--- config.mk ---
export PLATFORM = sky130hd
export DESIGN_NAME = utom_walker
export DESIGN_NICKNAME = d
export VERILOG_FILES = /design/src/rtl/core/utf8_text_offset_mapper_defines.svh /design/src/rtl/core/utom_pkg.sv /design/src/rtl/core/utom_step_unit.sv /design/src/rtl/core/utom_walker.sv
export SDC_FILE = /design/constraint.sdc
export NUM_CORES = 1
export LEC_CHECK = 0
export BUFFER_PORTS_ARGS = -buffer_cell sky130_fd_sc_hd__buf_4
export CAP_MARGIN = 40
export CORE_MARGIN = 2
export CORE_UTILIZATION = 45
export CTS_CLUSTER_SIZE = 10
export DETAILED_ROUTE_END_ITERATION = 7
export PLACE_DENSITY = 0.77
export SLEW_MARGIN = 20
export SYNTH_ARGS = -nofsm -noshare
export SYNTH_HDL_FRONTEND = slang
export SYNTH_SLANG_ARGS = --single-unit
--- constraint.sdc ---
create_clock -name clk -period 6.27 [get_ports clk]
set_clock_uncertainty 0.15 [all_clocks]
set_input_delay 0.3135 -clock clk [delete_from_list [all_inputs] [get_ports clk]]
set_output_delay 0.3135 -clock clk [all_outputs]
set_load 0.02 [all_outputs]
--- src/rtl/core/utf8_text_offset_mapper_defines.svh ---
// assertion macros for the utf8 text offset mapper
`ifndef UTF8_TEXT_OFFSET_MAPPER_DEFINES_SVH
`define UTF8_TEXT_OFFSET_MAPPER_DEFINES_SVH

// same-cycle implication, checked on clk and held off during reset
`define UTOM_ASSERT_NOW(label, ante, cons, msg) \
	label: assert property (@(posedge clk) disable iff (!arst_n) (ante) |-> (cons)) \
		else $error(msg);

// next-cycle implication, checked on clk and held off during reset
`define UTOM_ASSERT_NEXT(label, ante, cons, msg) \
	label: assert property (@(posedge clk) disable iff (!arst_n) (ante) |=> (cons)) \
		else $error(msg);

`endif

--- src/rtl/core/utom_pkg.sv ---
// shared constants, command codes and types of the utf8 text offset mapper
`default_nettype none

package utom_pkg;

	localparam int unsigned TEXT_DEPTH = 65536;
	localparam int unsigned ADDR_W     = $clog2(TEXT_DEPTH);
	localparam int unsigned LEN_W      = ADDR_W + 1;
	localparam int unsigned OFF_W      = 17;

	localparam logic [7:0] NEWLINE = 8'h0A;

	localparam logic [2:0] CMD_CLEAR         = 3'd0;
	localparam logic [2:0] CMD_APPEND        = 3'd1;
	localparam logic [2:0] CMD_UTF16_OF_BYTE = 3'd2;
	localparam logic [2:0] CMD_BYTE_OF_UTF16 = 3'd3;
	localparam logic [2:0] CMD_POS_OF_BYTE   = 3'd4;
	localparam logic [2:0] CMD_BYTE_OF_POS   = 3'd5;

	typedef struct packed {
		logic              status;
		logic [OFF_W-1:0]  result_offset;
		logic [OFF_W-1:0]  line_number;
		logic [OFF_W-1:0]  column_units;
	} out_item_t;

	typedef struct packed {
		logic              start;
		logic [2:0]        mode;
		logic [OFF_W-1:0]  target;
		logic [OFF_W-1:0]  chr;
	} walk_req_t;

	typedef struct packed {
		logic              done;
		logic [OFF_W-1:0]  result_offset;
		logic [OFF_W-1:0]  line_number;
		logic [OFF_W-1:0]  column_units;
	} walk_rsp_t;

	typedef struct packed {
		logic [LEN_W-1:0]  next_at;
		logic [1:0]        units;
		logic              is_nl;
	} step_t;

endpackage

`default_nettype wire

--- src/rtl/core/utom_step_unit.sv ---
// shared step unit: sequence width, utf16 units and newline of one lead byte
`default_nettype none

module utom_step_unit (
	input  wire logic [7:0]                 lead,
	input  wire logic [utom_pkg::LEN_W-1:0] at,
	input  wire logic [utom_pkg::LEN_W-1:0] text_len,
	output utom_pkg::step_t                 step
);

	logic [2:0]                 width;
	logic [2:0]                 width_fit;
	logic [utom_pkg::LEN_W-1:0] remain;
	logic                       four_lead;

	always_comb begin
		four_lead = (lead[7:3] == 5'b11110);
		if (!lead[7]) begin
			width = 3'd1;
		end else if (lead[7:5] == 3'b110) begin
			width = 3'd2;
		end else if (lead[7:4] == 4'b1110) begin
			width = 3'd3;
		end else if (four_lead) begin
			width = 3'd4;
		end else begin
			width = 3'd1;
		end
		remain = text_len - at;
		// a sequence cut off by the end of the text moves one byte
		width_fit = (utom_pkg::LEN_W'(width) > remain) ? 3'd1 : width;
		step.next_at = at + utom_pkg::LEN_W'(width_fit);
		step.units   = four_lead ? 2'd2 : 2'd1;
		step.is_nl   = (lead == utom_pkg::NEWLINE);
	end

endmodule

`default_nettype wire

--- src/rtl/core/utom_walker.sv ---
// sequencer that walks the stored text one utf-8 sequence per step
`default_nettype none

module utom_walker (
	input  wire logic                        clk,
	input  wire logic                        arst_n,
	input  wire utom_pkg::walk_req_t         req,
	input  wire logic [utom_pkg::LEN_W-1:0]  text_len,
	input  wire logic [7:0]                  rd_data,
	output logic      [utom_pkg::ADDR_W-1:0] rd_addr,
	output utom_pkg::walk_rsp_t              rsp,
	output logic                             busy
);

	localparam logic [1:0] W_IDLE  = 2'd0;
	localparam logic [1:0] W_CHECK = 2'd1;
	localparam logic [1:0] W_STEP  = 2'd2;

	logic [1:0]                 state_q;
	logic                       phase_q;
	logic [2:0]                 mode_q;
	logic [utom_pkg::LEN_W-1:0] at_q;
	logic [utom_pkg::OFF_W-1:0] units_q;
	logic [utom_pkg::OFF_W-1:0] line_q;
	logic [utom_pkg::OFF_W-1:0] tgt_q;
	logic [utom_pkg::OFF_W-1:0] chr_q;

	utom_pkg::step_t stp;
	logic            at_lt_len;
	logic            cont;
	logic            line_reached;
	logic            brk;
	logic            fin_check;

	utom_step_unit u_step (
		.lead     (rd_data),
		.at       (at_q),
		.text_len (text_len),
		.step     (stp)
	);

	// read data of the address presented in W_CHECK is there in W_STEP
	assign rd_addr = at_q[utom_pkg::ADDR_W-1:0];
	assign busy    = (state_q != W_IDLE);

	always_comb begin
		at_lt_len    = (at_q < text_len);
		line_reached = (line_q >= tgt_q);
		case (mode_q)
			utom_pkg::CMD_UTF16_OF_BYTE, utom_pkg::CMD_POS_OF_BYTE: begin
				cont = (at_q < utom_pkg::LEN_W'(tgt_q));
			end
			utom_pkg::CMD_BYTE_OF_UTF16: begin
				cont = at_lt_len && (units_q < tgt_q);
			end
			utom_pkg::CMD_BYTE_OF_POS: begin
				cont = phase_q ? (at_lt_len && (units_q < chr_q)) : (!line_reached && at_lt_len);
			end
			default: begin
				cont = 1'b0;
			end
		endcase
		// column search stops on the line's newline without taking it
		brk = (state_q == W_STEP) && (mode_q == utom_pkg::CMD_BYTE_OF_POS) && phase_q
			&& stp.is_nl;
		fin_check = (state_q == W_CHECK) && !cont
			&& !((mode_q == utom_pkg::CMD_BYTE_OF_POS) && !phase_q && line_reached);

		rsp.done          = fin_check || brk;
		rsp.line_number   = '0;
		rsp.column_units  = '0;
		rsp.result_offset = utom_pkg::OFF_W'(at_q);
		case (mode_q)
			utom_pkg::CMD_UTF16_OF_BYTE: begin
				rsp.result_offset = units_q;
			end
			utom_pkg::CMD_POS_OF_BYTE: begin
				rsp.result_offset = '0;
				rsp.line_number   = line_q;
				rsp.column_units  = units_q;
			end
			utom_pkg::CMD_BYTE_OF_POS: begin
				// line past the last line gives the text length
				if (!phase_q) begin
					rsp.result_offset = utom_pkg::OFF_W'(text_len);
				end
			end
			default: begin
				rsp.result_offset = utom_pkg::OFF_W'(at_q);
			end
		endcase
	end

	always_ff @(posedge clk or negedge arst_n) begin
		if (!arst_n) begin
			state_q <= W_IDLE;
			phase_q <= 1'b0;
			mode_q  <= utom_pkg::CMD_CLEAR;
			at_q    <= '0;
			units_q <= '0;
			line_q  <= '0;
			tgt_q   <= '0;
			chr_q   <= '0;
		end else begin
			case (state_q)
				W_IDLE: begin
					if (req.start) begin
						state_q <= W_CHECK;
						phase_q <= 1'b0;
						mode_q  <= req.mode;
						at_q    <= '0;
						units_q <= '0;
						line_q  <= '0;
						tgt_q   <= req.target;
						chr_q   <= req.chr;
					end
				end
				W_CHECK: begin
					if (cont) begin
						state_q <= W_STEP;
					end else if (!fin_check) begin
						phase_q <= 1'b1;
					end else begin
						state_q <= W_IDLE;
					end
				end
				W_STEP: begin
					state_q <= W_CHECK;
					case (mode_q)
						utom_pkg::CMD_UTF16_OF_BYTE, utom_pkg::CMD_BYTE_OF_UTF16: begin
							at_q    <= stp.next_at;
							units_q <= units_q + utom_pkg::OFF_W'(stp.units);
						end
						utom_pkg::CMD_POS_OF_BYTE: begin
							at_q <= stp.next_at;
							if (stp.is_nl) begin
								line_q  <= line_q + 1'b1;
								units_q <= '0;
							end else begin
								units_q <= units_q + utom_pkg::OFF_W'(stp.units);
							end
						end
						utom_pkg::CMD_BYTE_OF_POS: begin
							if (!phase_q) begin
								at_q <= stp.next_at;
								if (stp.is_nl) begin
									line_q <= line_q + 1'b1;
								end
							end else if (brk) begin
								state_q <= W_IDLE;
							end else begin
								at_q    <= stp.next_at;
								units_q <= units_q + utom_pkg::OFF_W'(stp.units);
							end
						end
						default: begin
							state_q <= W_IDLE;
						end
					endcase
				end
				default: begin
					state_q <= W_IDLE;
				end
			endcase
		end
	end

endmodule

`default_nettype wire

==> out/qor.txt <==
die area = 17,410 sq um
Hold Path Class = in2reg
CTS tree = yes
Synth Area in XOR/XNOR = 0.04281
CTS Buf Count = 9
DRT Pass-1 Iters = 6
CTS root buf = clkbuf_16
num rows = 46
Die W = 131.9 microns
H-Tree Depth = 3
Mapped Cells = 890
post-synthesis compound-gate area fraction = 0.1836
register clock-pin slew on the reported worst setup and hold paths = 0.07 ns
Final min period = 5.032 ns
DP Worst Slack = 1.277 ns
largest net degree at the start of global routing = 74
Die H = 131.9 microns
postcts setup bufs = 0
critical path class = reg2reg
Adder-Cell Fraction of Synth Area = 0.1627
largest family of logic cells by synthesized area = simple AND/OR/NAND/NOR gates
I/O Buffers = 133
flops & latches, synth = 91
status = complete, no violations
Initial Util = 0.4620
DR DRC count = 0
Avg Inst Size Synth = 8.276 sq um
vias per cell = 5.680
met1 GRT Util = 0.3604
Total Routed Length = 22,230 microns
Async SR Flop Fraction = 1.000
Worst-Skew Late Latency = 0.35 ns
routed len/inst = 18.22 microns
P&R area growth vs syn = 19.53%
first-pass GRT wire length = 36,060 microns
Distinct cells, synth = 58
gr usage total = 0.2600
achievable clock frequency = 0.1987 GHz
initial antenna violation count = 0
Max-Cap Viols = 0
cts repair resizes = 0
GR peak layer = met2
grt ovf = 0
post-route setup slack = 1.238 ns
critical path required time = 6.33 ns
ys flop type = dfrtp_1
share of cells above drive strength 1 = 0.1673
Worst slew margin = 0.5497
Power Dens Cells = 286.7 nW/um^2
Post-synth EDFFs = 0
core area = 15,940 sq um
Fin Setup TNS = 0 ns
final setup vio count = 0
number of global-route vias before repair = 6,678
simple logic cell fraction of the synthesized area = 0.2229
Critical Path Fanout Max = 6
synthesized net count = 1,049
TritonCTS Sinks = 91
Synth warnings = 0
number of DRC markers in iteration 0 = 568
clock buffer depth = 2
pins over their slew limit = 0
Max VDD drop = 0.1771 mV
GR Layer Usage met3 = 0.05344
GP Congestion = 0.9509
cell leakage power = 4.512 nW
Hold Vio Cnt, Final = 0
Slew @ Worst Pin = 0.6755 ns
Total Power = 0.002524 W
dpl hpwl = 16,930 microns
nets = 1,158
arrival time at the worst endpoint = 5.10 ns
via count = 6,929
Ports = 134
antenna-violating nets left = 0
cts hold-fix bufs = 1
met2 Track Usage GR = 0.4074
post-synthesis mux area share = 0.004077
Ant. Diodes = 0
post-synth design cell area = 7366 sq um
CP Launch Type = flop
register area share after synthesis = 0.3092
final period utilization = 0.8026
RSZ-0062 raised after global routing = false
crit end category = flop
-- flip-flops by register name, summed over array words and instances (netlist names) --
register / cells
at_q: 17
chr_q: 17
line_q: 17
mode_q: 3
phase_q: 1
state_q: 2
tgt_q: 17
units_q: 17
-- report_power, final --
part | switching [W] | internal [W] | total [W]
Combinational | 0.000733 | 0.000396 | 0.00113
Clock | 0.000231 | 0.000371 | 0.000602
Sequential | 0.0000781 | 0.000715 | 0.000794
Total | 0.00104 | 0.00148 | 0.00252
-- cell usage in the layout (no fill, tap or decap), drive strengths merged, types with 17 or more instances in the layout --
master and count:
ha 91, and2 37, inv 84, buf 140, a222oi 17, dfrtp 91
o21ai 74, a21o 28, nor3 17, nor2 76, nand2 103, xnor2 21
a21oi 42
-- synth_stat cells, types with 16 or more instances --
master	n	area, sq um
a21o_1	28	210.2
a21oi_1	42	210.2
a222oi_1	17	170.2
and2_1	37	231.5
buf_4	17	127.6
clkbuf_1	23	86.33
dfrtp_1	91	2277
ha_1	91	1139
inv_1	84	315.3
nand2_1	103	386.6
nand4_1	16	100.1
nor2_1	74	277.8
o21ai_0	73	365.4
xnor2_1	21	183.9
-- layer usage --
layer	routed length (microns)	share of wire
met1	9763	0.44
met2	10140	0.46
met3	1772	0.080
met4	553	0.025
met5	0	0
-- metrics by stage --
stage / instances / utilization / cell area (sq um) / hold slack [ns]
after floorplan: 890 / - / 7366 / -0.1321
after global placement: 1202 / 0.5297 / 8446 / 0.07874
after detailed placement: 1203 / 0.5310 / 8466 / 0.07831
after CTS: 1220 / 0.5523 / 8805 / 0.002395
after global routing: 1220 / 0.5523 / 8805 / 0.007048
final: 1220 / 0.5523 / 8805 / 0.01187
-- logic make-up (layout without fill, tap and decap cells) --
family          after synthesis  in the layout
simple gates                327            327
compound gates              212            212
buf+inv                     127            241
fa+ha+maj                    94             94
flops                        91             91
xor+xnor                     36             36
mux                           3              3
-- worst paths after layout --
path / start / end / slack [ns] / cells after the start
min reg2reg: chr_q[0]$_DFFE_PN0P_ / chr_q[0]$_DFFE_PN0P_ / 0.35 / 2
max reg2reg: at_q[0]$_DFFE_PN0P_ / at_q[16]$_DFFE_PN0P_ / 1.24 / 21
min in group asynchronous: arst_n / chr_q[2]$_DFFE_PN0P_ / 0.24 / 2
max in group asynchronous: arst_n / units_q[6]$_DFFE_PN0P_ / 4.76 / 4
min: req[17] / tgt_q[0]$_DFFE_PN0P_ / 0.01 / 3
max: at_q[0]$_DFFE_PN0P_ / at_q[16]$_DFFE_PN0P_ / 1.24 / 21
-- area by class of cell --
type                       instances  area (sq um)
clock inverter                     4         72.57
tap                              216         270.3
clock buffer                      12         256.5
timing repair buffer             141          1074
fill                            1503          7138
sequential                        91          2277
multi-input combinational        672          4539
inverter                          84         315.3
-- critical path, cell delays in order (launching register included) --
cell and delay, ns:
dfrtp_1 0.43, ha_1 0.23, fa_1 0.40, xor2_1 0.16, ha_1 0.29, a32oi_1 0.20, o221ai_1 0.14, a2111oi_0 0.25
and3_1 0.20, nand4_1 0.08, or4_1 0.49, nand2_1 0.10, ha_1 0.16, inv_1 0.05, fa_1 0.40, inv_1 0.07
a21oi_1 0.05, or3_1 0.45, nor2_1 0.22, nand4_1 0.13, xnor2_1 0.15, nor2_1 0.05
(Power assumes the default switching activity.)
